$ cat src/hw/rtl/stt_pkg.sv
package stt_pkg;

   // token kinds
   localparam logic [3:0] KIND_ID      = 4'd0;
   localparam logic [3:0] KIND_INT     = 4'd1;
   localparam logic [3:0] KIND_STRING  = 4'd2;
   localparam logic [3:0] KIND_ARROW   = 4'd3;
   localparam logic [3:0] KIND_LPAREN  = 4'd4;
   localparam logic [3:0] KIND_RPAREN  = 4'd5;
   localparam logic [3:0] KIND_COMMA   = 4'd6;
   localparam logic [3:0] KIND_EQUAL   = 4'd7;
   localparam logic [3:0] KIND_LBRACK  = 4'd8;
   localparam logic [3:0] KIND_RBRACK  = 4'd9;
   localparam logic [3:0] KIND_LBRACE  = 4'd10;
   localparam logic [3:0] KIND_RBRACE  = 4'd11;
   localparam logic [3:0] KIND_SEMI    = 4'd12;
   localparam logic [3:0] KIND_UNKNOWN = 4'd13;
   localparam logic [3:0] KIND_END     = 4'd14;

   // characters
   localparam logic [7:0] CH_NUL    = 8'h00;
   localparam logic [7:0] CH_TAB    = 8'h09;
   localparam logic [7:0] CH_LF     = 8'h0A;
   localparam logic [7:0] CH_CR     = 8'h0D;
   localparam logic [7:0] CH_SPACE  = 8'h20;
   localparam logic [7:0] CH_QUOTE  = 8'h22;
   localparam logic [7:0] CH_LPAREN = 8'h28;
   localparam logic [7:0] CH_RPAREN = 8'h29;
   localparam logic [7:0] CH_COMMA  = 8'h2C;
   localparam logic [7:0] CH_MINUS  = 8'h2D;
   localparam logic [7:0] CH_DIG_LO = 8'h30;
   localparam logic [7:0] CH_DIG_HI = 8'h39;
   localparam logic [7:0] CH_SEMI   = 8'h3B;
   localparam logic [7:0] CH_EQUAL  = 8'h3D;
   localparam logic [7:0] CH_GT     = 8'h3E;
   localparam logic [7:0] CH_UC_LO  = 8'h41;
   localparam logic [7:0] CH_UC_HI  = 8'h5A;
   localparam logic [7:0] CH_LBRACK = 8'h5B;
   localparam logic [7:0] CH_RBRACK = 8'h5D;
   localparam logic [7:0] CH_UNDER  = 8'h5F;
   localparam logic [7:0] CH_LC_LO  = 8'h61;
   localparam logic [7:0] CH_LC_HI  = 8'h7A;
   localparam logic [7:0] CH_LBRACE = 8'h7B;
   localparam logic [7:0] CH_RBRACE = 8'h7D;

   localparam int QUEUE_DEPTH = 4;

   typedef struct packed {
      logic [3:0]  kind;
      logic [31:0] start;
      logic [15:0] length;
      logic [15:0] line;
      logic        unterm;
      logic        last;
   } rec_type;

   // records produced by one accepted byte
   typedef struct packed {
      logic [1:0] count;
      rec_type    first;
      rec_type    second;
   } push_type;

   function automatic logic is_letter(input logic [7:0] b);
      return b inside {[CH_LC_LO:CH_LC_HI], [CH_UC_LO:CH_UC_HI], CH_UNDER};
   endfunction

   function automatic logic is_digit(input logic [7:0] b);
      return b inside {[CH_DIG_LO:CH_DIG_HI]};
   endfunction

   function automatic logic is_space(input logic [7:0] b);
      return b inside {CH_SPACE, CH_TAB, CH_CR, CH_LF};
   endfunction

   // unknown for anything that is not a single punctuation character
   function automatic logic [3:0] punct_kind(input logic [7:0] b);
      logic [3:0] k;
      case (b)
         CH_LPAREN: k = KIND_LPAREN;
         CH_RPAREN: k = KIND_RPAREN;
         CH_COMMA:  k = KIND_COMMA;
         CH_EQUAL:  k = KIND_EQUAL;
         CH_LBRACK: k = KIND_LBRACK;
         CH_RBRACK: k = KIND_RBRACK;
         CH_LBRACE: k = KIND_LBRACE;
         CH_RBRACE: k = KIND_RBRACE;
         CH_SEMI:   k = KIND_SEMI;
         default:   k = KIND_UNKNOWN;
      endcase
      return k;
   endfunction

endpackage

$ cat src/hw/rtl/stt_scan.sv
module stt_scan #(
   parameter int POSITION_BITS = 32,
   parameter int LENGTH_BITS   = 16,
   parameter int LINE_BITS     = 16
) (
   input  logic              clock,
   input  logic              reset,
   input  logic              advance,
   input  logic [7:0]        text_byte,
   output stt_pkg::push_type push
);
   import stt_pkg::*;

   typedef enum logic [2:0] {
      MODE_IDLE,
      MODE_IDENT,
      MODE_NUMBER,
      MODE_STRING,
      MODE_MINUS,
      MODE_DONE
   } mode_type;

   mode_type                 mode_ff, mode_in;
   logic [POSITION_BITS-1:0] pos_ff, pos_in;
   logic [LINE_BITS-1:0]     line_ff, line_in;
   logic [POSITION_BITS-1:0] open_start_ff, open_start_in;
   logic [LENGTH_BITS-1:0]   open_len_ff, open_len_in;
   logic [LINE_BITS-1:0]     open_line_ff, open_line_in;

   // fresh-byte path
   mode_type                 f_mode;
   logic [POSITION_BITS-1:0] f_pos;
   logic [LINE_BITS-1:0]     f_line;
   logic [POSITION_BITS-1:0] f_start;
   logic [LENGTH_BITS-1:0]   f_len;
   logic                     f_open;
   logic                     f_emit;
   rec_type                  f_rec;

   // record from the token the byte closes
   logic    c_emit;
   logic    use_fresh;
   rec_type c_rec;

   logic [POSITION_BITS-1:0] pos_inc;
   logic [LENGTH_BITS-1:0]   len_inc;

   function automatic rec_type make_rec(input logic [3:0] kind,
                                        input logic [POSITION_BITS-1:0] start,
                                        input logic [LENGTH_BITS-1:0] len,
                                        input logic [LINE_BITS-1:0] line,
                                        input logic unterm);
      rec_type r;
      logic [63:0] s_w, l_w, n_w;
      s_w = 64'(start);
      l_w = 64'(len);
      n_w = 64'(line);
      r.kind   = kind;
      r.start  = s_w[31:0];
      r.length = l_w[15:0];
      r.line   = n_w[15:0];
      r.unterm = unterm;
      r.last   = 1'b0;
      return r;
   endfunction

   assign pos_inc = pos_ff + POSITION_BITS'(1);
   assign len_inc = (&open_len_ff) ? open_len_ff : open_len_ff + LENGTH_BITS'(1);

   always_comb begin
      f_mode  = MODE_IDLE;
      f_pos   = pos_inc;
      f_line  = line_ff;
      f_start = pos_ff;
      f_len   = LENGTH_BITS'(1);
      f_open  = 1'b0;
      f_emit  = 1'b0;
      f_rec   = make_rec(KIND_END, pos_ff, '0, line_ff, 1'b0);
      if (text_byte == CH_NUL) begin
         f_mode = MODE_DONE;
         f_pos  = pos_ff;
         f_emit = 1'b1;
      end else if (is_space(text_byte)) begin
         if (text_byte == CH_LF && !(&line_ff)) begin
            f_line = line_ff + LINE_BITS'(1);
         end
      end else if (is_letter(text_byte)) begin
         f_mode = MODE_IDENT;
         f_open = 1'b1;
      end else if (is_digit(text_byte)) begin
         f_mode = MODE_NUMBER;
         f_open = 1'b1;
      end else if (text_byte == CH_QUOTE) begin
         f_mode  = MODE_STRING;
         f_open  = 1'b1;
         f_start = pos_inc;
         f_len   = '0;
      end else if (text_byte == CH_MINUS) begin
         f_mode = MODE_MINUS;
         f_open = 1'b1;
      end else begin
         f_emit = 1'b1;
         f_rec  = make_rec(punct_kind(text_byte), pos_ff, LENGTH_BITS'(1), line_ff, 1'b0);
      end
   end

   always_comb begin
      mode_in       = mode_ff;
      pos_in        = pos_ff;
      line_in       = line_ff;
      open_start_in = open_start_ff;
      open_len_in   = open_len_ff;
      open_line_in  = open_line_ff;
      c_emit        = 1'b0;
      use_fresh     = 1'b0;
      c_rec         = make_rec(KIND_ID, open_start_ff, open_len_ff, open_line_ff, 1'b0);
      case (mode_ff)
         MODE_IDENT, MODE_NUMBER: begin
            if (is_digit(text_byte) || (mode_ff == MODE_IDENT && is_letter(text_byte))) begin
               open_len_in = len_inc;
               pos_in      = pos_inc;
            end else begin
               c_emit    = 1'b1;
               use_fresh = 1'b1;
               if (mode_ff == MODE_NUMBER) begin
                  c_rec.kind = KIND_INT;
               end
            end
         end
         MODE_STRING: begin
            c_rec.kind = KIND_STRING;
            if (text_byte == CH_QUOTE) begin
               c_emit  = 1'b1;
               mode_in = MODE_IDLE;
               pos_in  = pos_inc;
            end else if (text_byte == CH_NUL) begin
               c_emit       = 1'b1;
               c_rec.unterm = 1'b1;
               use_fresh    = 1'b1;
            end else begin
               open_len_in = len_inc;
               pos_in      = pos_inc;
            end
         end
         MODE_MINUS: begin
            c_emit = 1'b1;
            if (text_byte == CH_GT) begin
               c_rec   = make_rec(KIND_ARROW, open_start_ff, LENGTH_BITS'(2), open_line_ff,
                                  1'b0);
               mode_in = MODE_IDLE;
               pos_in  = pos_inc;
            end else begin
               c_rec     = make_rec(KIND_UNKNOWN, open_start_ff, LENGTH_BITS'(1),
                                    open_line_ff, 1'b0);
               use_fresh = 1'b1;
            end
         end
         MODE_DONE: begin
            c_emit = 1'b1;
            c_rec  = make_rec(KIND_END, pos_ff, '0, line_ff, 1'b0);
         end
         default: begin
            use_fresh = 1'b1;
         end
      endcase
      if (use_fresh) begin
         mode_in = f_mode;
         pos_in  = f_pos;
         line_in = f_line;
         if (f_open) begin
            open_start_in = f_start;
            open_len_in   = f_len;
            open_line_in  = line_ff;
         end
      end
   end

   always_comb begin
      push        = '0;
      push.first  = c_emit ? c_rec : f_rec;
      push.second = f_rec;
      if (c_emit && use_fresh && f_emit) begin
         push.count       = 2'd2;
         push.second.last = 1'b1;
      end else if (c_emit || (use_fresh && f_emit)) begin
         push.count      = 2'd1;
         push.first.last = 1'b1;
      end
      if (!advance) begin
         push.count = 2'd0;
      end
   end

   always_ff @(posedge clock) begin
      if (reset) begin
         mode_ff       <= MODE_IDLE;
         pos_ff        <= '0;
         line_ff       <= LINE_BITS'(1);
         open_start_ff <= '0;
         open_len_ff   <= '0;
         open_line_ff  <= LINE_BITS'(1);
      end else if (advance) begin
         mode_ff       <= mode_in;
         pos_ff        <= pos_in;
         line_ff       <= line_in;
         open_start_ff <= open_start_in;
         open_len_ff   <= open_len_in;
         open_line_ff  <= open_line_in;
      end
   end

endmodule

$ cat src/hw/rtl/stt_rsp_queue.sv
module stt_rsp_queue (
   input  logic              clock,
   input  logic              reset,
   input  stt_pkg::push_type push,
   output logic              room,
   output logic              out_valid,
   input  logic              out_ready,
   output stt_pkg::rec_type  out_rec
);
   import stt_pkg::*;

   localparam int PTR_BITS = $clog2(QUEUE_DEPTH);

   rec_type             entry_ff [QUEUE_DEPTH];
   logic [PTR_BITS-1:0] wr_ptr_ff, wr_ptr_in;
   logic [PTR_BITS-1:0] rd_ptr_ff, rd_ptr_in;
   logic [PTR_BITS:0]   count_ff, count_in;
   logic                pop;

   assign pop       = out_valid && out_ready;
   assign out_valid = count_ff != '0;
   assign out_rec   = entry_ff[rd_ptr_ff];
   // keep space for the two records one byte can produce
   assign room      = count_ff <= (PTR_BITS + 1)'(QUEUE_DEPTH - 2);

   assign wr_ptr_in = wr_ptr_ff + PTR_BITS'(push.count);
   assign rd_ptr_in = rd_ptr_ff + PTR_BITS'(pop);
   assign count_in  = count_ff + (PTR_BITS + 1)'(push.count) - (PTR_BITS + 1)'(pop);

   always_ff @(posedge clock) begin
      if (push.count != 2'd0) begin
         entry_ff[wr_ptr_ff] <= push.first;
      end
      if (push.count == 2'd2) begin
         entry_ff[wr_ptr_ff + PTR_BITS'(1)] <= push.second;
      end
   end

   always_ff @(posedge clock) begin
      if (reset) begin
         wr_ptr_ff <= '0;
         rd_ptr_ff <= '0;
         count_ff  <= '0;
      end else begin
         wr_ptr_ff <= wr_ptr_in;
         rd_ptr_ff <= rd_ptr_in;
         count_ff  <= count_in;
      end
   end

endmodule

$ cat src/hw/rtl/source_text_tokenizer.sv
// Streaming tokenizer: one source byte per request, a zero byte ends the text. Each byte
// updates the scanner state in the cycle it is accepted and yields zero, one or two token
// records (kind, start offset, length, start line), which go into a four-entry result
// queue; tlast marks the last record a byte caused and tuser flags a string closed by end
// of text. The block takes one byte per clock as long as the queue has room for two
// records, so the sustained rate is one byte per cycle, limited only by how fast the
// result side drains records. After the end token every further byte yields another end
// token until reset.
module source_text_tokenizer #(
   parameter int POSITION_BITS = 32,
   parameter int LENGTH_BITS   = 16,
   parameter int LINE_BITS     = 16
) (
   input  logic        clock,
   input  logic        reset,
   input  logic        req_tvalid,
   output logic        req_tready,
   input  logic [7:0]  req_tdata,   // [7:0] text_byte
   output logic        rsp_tvalid,
   input  logic        rsp_tready,
   output logic [71:0] rsp_tdata,   // [3:0] token_kind, [35:4] token_start,
                                    // [51:36] token_length, [67:52] token_line
   output logic        rsp_tuser,   // [0] unterminated
   output logic        rsp_tlast    // last_of_run
);
   import stt_pkg::*;

   logic     room;
   logic     advance;
   push_type push;
   rec_type  rec;

   assign req_tready = room;
   assign advance    = req_tvalid && room;

   stt_scan #(
      .POSITION_BITS(POSITION_BITS),
      .LENGTH_BITS  (LENGTH_BITS),
      .LINE_BITS    (LINE_BITS)
   ) u_scan (
      .clock    (clock),
      .reset    (reset),
      .advance  (advance),
      .text_byte(req_tdata),
      .push     (push)
   );

   stt_rsp_queue u_queue (
      .clock    (clock),
      .reset    (reset),
      .push     (push),
      .room     (room),
      .out_valid(rsp_tvalid),
      .out_ready(rsp_tready),
      .out_rec  (rec)
   );

   assign rsp_tdata = {4'b0000, rec.line, rec.length, rec.start, rec.kind};
   assign rsp_tuser = rec.unterm;
   assign rsp_tlast = rec.last;

endmodule

$ cat config.mk
export PLATFORM = sky130hd
export DESIGN_NAME = source_text_tokenizer
export DESIGN_NICKNAME = d
export VERILOG_FILES = /design/src/hw/rtl/stt_pkg.sv /design/src/hw/rtl/stt_scan.sv /design/src/hw/rtl/stt_rsp_queue.sv /design/src/hw/rtl/source_text_tokenizer.sv
export SDC_FILE = /design/constraint.sdc
export NUM_CORES = 1
export LEC_CHECK = 0
export BUFFER_PORTS_ARGS = -buffer_cell sky130_fd_sc_hd__buf_4
export CAP_MARGIN = 20
export CELL_PAD_IN_SITES_DETAIL_PLACEMENT = 0
export CELL_PAD_IN_SITES_GLOBAL_PLACEMENT = 1
export CORE_AREA = 2 2 192 194
export CTS_CLUSTER_DIAMETER = 200
export DETAILED_ROUTE_END_ITERATION = 16
export DIE_AREA = 0 0 194 196
export GPL_TIMING_DRIVEN = 1
export PLACE_DENSITY_LB_ADDON = 0.1
export REMOVE_ABC_BUFFERS = 1
export SLEW_MARGIN = 20
export SYNTH_ARGS = -nofsm -noshare
export SYNTH_HDL_FRONTEND = slang
export SYNTH_SLANG_ARGS = --single-unit
$ cat constraint.sdc
create_clock -name clock -period 5.2 [get_ports clock]
set_input_delay 0 -clock clock [delete_from_list [all_inputs] [get_ports clock]]
set_output_delay 0 -clock clock [all_outputs]
set_load 0.005 [all_outputs]
==> impl_metrics.ini <==
[drt]
vias_per_instance = 6.51
first_iter_violations = 1135
drc = 0
via_count = 13700
total_wirelength_of_the_detailed_routed_design_mm = 51.3
drt_pre_antenna_iters = 5
route.antenna.remaining_nets = 0
wl_per_cell_um = 24.4

[synth]
post_synth_num_cell_types = 77
synth_area_per_cell_um2 = 11.9
postSynth.asyncResetShare = 0
synth_seq_area_share = 0.529
synth_edf_count = 216
synth.ff_latch_count = 402
synth-warning-count = 0
synth_top_flop_cell = edfxtp_1
postSynthCellCount = 1619
syn-cell-area_um2 = 19300

[power]
max-vdd-ir-drop_mv = 0.286
total_leakage_power_nw = 7.09
power_density_nw_per_um2 = 398
report.power.total_mw = 8.56

[setup_path]
critical_path_required_ps = 5430
r2r_slack_ps = 1020
crit_slowest_cell = nor2_2
critical_path.startpoint_type = flip-flop
timing.critical_path.arrival_ps = 4410
worstPathCellList = nand3b_1 -> nor4_4 -> or2_2 -> a311oi_4 -> nor2_2 -> a21oi_2 -> inv_2 -> buf_12
worstSetupEndpointType = flip-flop
crit_path_max_incr_delay_ps = 700
timing_worst_setup_path_type = flip-flop to flip-flop
critical_path.max_fanout = 34

[timing]
worst_max_slew_pin_slew_ps = 1140
final.period_utilization = 0.805
setup_viol_count_final = 0
finClkSkew_ps = 14.7
clock.fmax_mhz = 239
slew_headroom = 0.238
finalHoldViolCount = 0
finalWorstSetupSlack_ps = 1020
post-route-min-period_ps = 4180
finalMaxSlewViolations = 0
setup_repair_after_global_routing_missed_its_margin = no

[outcome]
outcome = finished, final reports clean

[grt]
grt_pass1_wl_mm = 80.6
global_route.usage.total = 0.271
first_global_vias = 13400
grt_remaining_overflow = 0
initial_antenna_violation_count = 0
grt_start_max_net_pins = 70

[clock_tree]
postCtsResizedCells = 0
ctsRootBufferMaster = clkbuf_16
cts-hold-fix-buffers = 5
clock_buffer_count_from_cts = 42
post_cts.repair.setup_buffers = 0
htree_levels = 2
cts_sinks = 402
max-clock-path-buffers = 3
tritoncts = done
clock_latency_ps = 550
cts.clk_slew.worst_paths_ps = 60

[placement]
place.gp.congestion = 0.852
hpwlAfterDp_mm = 30.7
place.detailed.instances = 2018
dp_slack_ps = 1160
io_buffer_count = 83

[worst_hold_path]
hold_path_class = input pin to flip-flop

[finish]
layout.filler_cells = 2990
finish.cell_count_without_fillers = 2101
fin_nets = 1621
syn2layout_area_growth_pct = 11.5
drive_above_1_share = 0.182
num_antenna_cells = 0

[floorplan]
die_area_um2 = 38000
io_pins = 88
placeableCoreArea_um2 = 36100
die-height_um = 196
std_cell_rows = 70
initial_utilization = 0.534
floorplan.die.width_um = 194

[flow_run]
maxCapViolCount = 0
==> cells in the mapped netlist, types with 14 or more instances <==
master / number / share of area
nor2_1: 145 / 0.028
nand4_1: 21 / 0.0068
inv_1: 21 / 0.0041
clkbuf_1: 116 / 0.023
a211oi_1: 30 / 0.012
a21oi_1: 23 / 0.0060
buf_2: 35 / 0.0091
a32o_1: 57 / 0.030
xor2_1: 14 / 0.0064
nor4_1: 26 / 0.0084
buf_1: 14 / 0.0027
nand3_1: 35 / 0.0091
dfxtp_1: 186 / 0.19
o22ai_1: 20 / 0.0065
nor3_1: 25 / 0.0065
mux4_2: 70 / 0.082
edfxtp_1: 216 / 0.34
nand2_1: 75 / 0.015
a22o_1: 202 / 0.092
o21ai_0: 23 / 0.0060
xnor2_1: 66 / 0.030
mux2i_1: 18 / 0.0093
==> critical path, delay by kind of cell (launching register included) <==
family	cells	cell delay (ps)
AO/OA/AOI/OAI	2	500
buffers and inverters	2	970
flip-flops	1	560
AND/OR/NAND/NOR	4	1800
==> per-stage QoR <==
stage,util,hold WS [ps],instance area (um^2),TNS [ps]
2_1_floorplan,-,66.7,18500,-102200
3_3_place_gp,0.554,441,20000,0
3_5_place_dp,0.555,451,20000,0
4_1_cts,0.596,67.3,21500,0
5_1_grt,0.596,93.2,21500,0
6_report,0.596,100,21500,0
==> cells in the final DEF (no fill, tap or decap), types with 7 or more instances in the layout <==
cell / Yosys / final
o22ai_1: 20 / 20
clkbuf_16: 0 / 43
nor3_1: 25 / 25
buf_4: 9 / 108
xnor2_1: 66 / 66
clkbuf_1: 116 / 8
nor2_1: 145 / 141
o211ai_1: 7 / 7
or3_1: 11 / 11
nand2_1: 75 / 75
a32o_1: 57 / 57
and2_1: 8 / 8
nand3_1: 35 / 35
and4_1: 7 / 7
nor2b_1: 7 / 7
a211oi_1: 30 / 29
a311oi_1: 9 / 9
a31oi_1: 8 / 8
and3_1: 11 / 11
xor2_1: 14 / 14
a22o_1: 202 / 202
nor4_1: 26 / 26
dfxtp_1: 186 / 184
mux4_2: 70 / 70
o21ai_0: 23 / 22
clkbuf_8: 0 / 10
mux2i_1: 18 / 18
inv_1: 21 / 17
ha_1: 8 / 8
edfxtp_1: 216 / 216
a21oi_1: 23 / 22
nand4_1: 21 / 21
==> where the power goes <==
| group | leakage (nW) | switching (mW) | internal [mW] |
|---|---|---|---|
| registers | 3.52 | 0.145 | 3.58 |
| logic | 2.87 | 0.957 | 0.797 |
| clock network | 0.704 | 1.22 | 1.86 |
| total | 7.09 | 2.32 | 6.24 |
==> flip-flops by register name, indices dropped and copies added (netlist names) <==
signal                cells
u_scan.pos_ff            32
u_queue.rd_ptr_ff         2
u_scan.mode_ff            3
u_queue.count_ff          3
u_queue.wr_ptr_ff         2
u_scan.line_ff           16
u_scan.open_line_ff      16
u_queue.entry_ff        280
u_scan.open_start_ff     32
u_scan.open_len_ff       16
==> cells by family (layout without fill, tap and decap cells) <==
logic type	count (synthesis)	in the layout	synth area share
xor gates and xnor gates	80	80	0.0363
buffers and inverters	205	216	0.0478
muxes	88	88	0.0911
DFF	402	402	0.529
and+or+nand+nor	417	417	0.108
other	1	4	0.000194
AOI/OAI and AO/OA	417	417	0.181
adders and majority gates	9	9	0.00623
==> final cells by class <==
cell class,instances,area (um^2),share of cell area
Sequential cell,402,10200,0.475
Multi-Input combinational cell,1015,8250,0.384
Clock buffer,62,1250,0.0582
Timing Repair Buffer,118,952,0.0443
Tap cell,468,586,0.0272
Clock inverter,15,173,0.00803
Inverter,21,78.8,0.00366
==> final timing paths <==
path                                start                       to  cells past startpoint
hold / removal               req_tdata[3]  u_scan.open_start_ff[1]                      5
setup / recovery        u_scan.mode_ff[0]  u_queue.entry_ff[3][40]                      8
setup reg to reg        u_scan.mode_ff[0]  u_queue.entry_ff[3][40]                      8
hold reg to reg   u_queue.entry_ff[1][23]  u_queue.entry_ff[1][23]                      1
==> metal layers <==
layer  share of wire  global-route usage  vias to the layer above
met1            0.45               0.378                     6920
met2            0.47               0.444                      429
met4           0.022              0.0822                        0
li1                -                   -                     6251
met3           0.056              0.0351                       82
met5               0                   0                        -
Power figures use the tool's default switching activity.
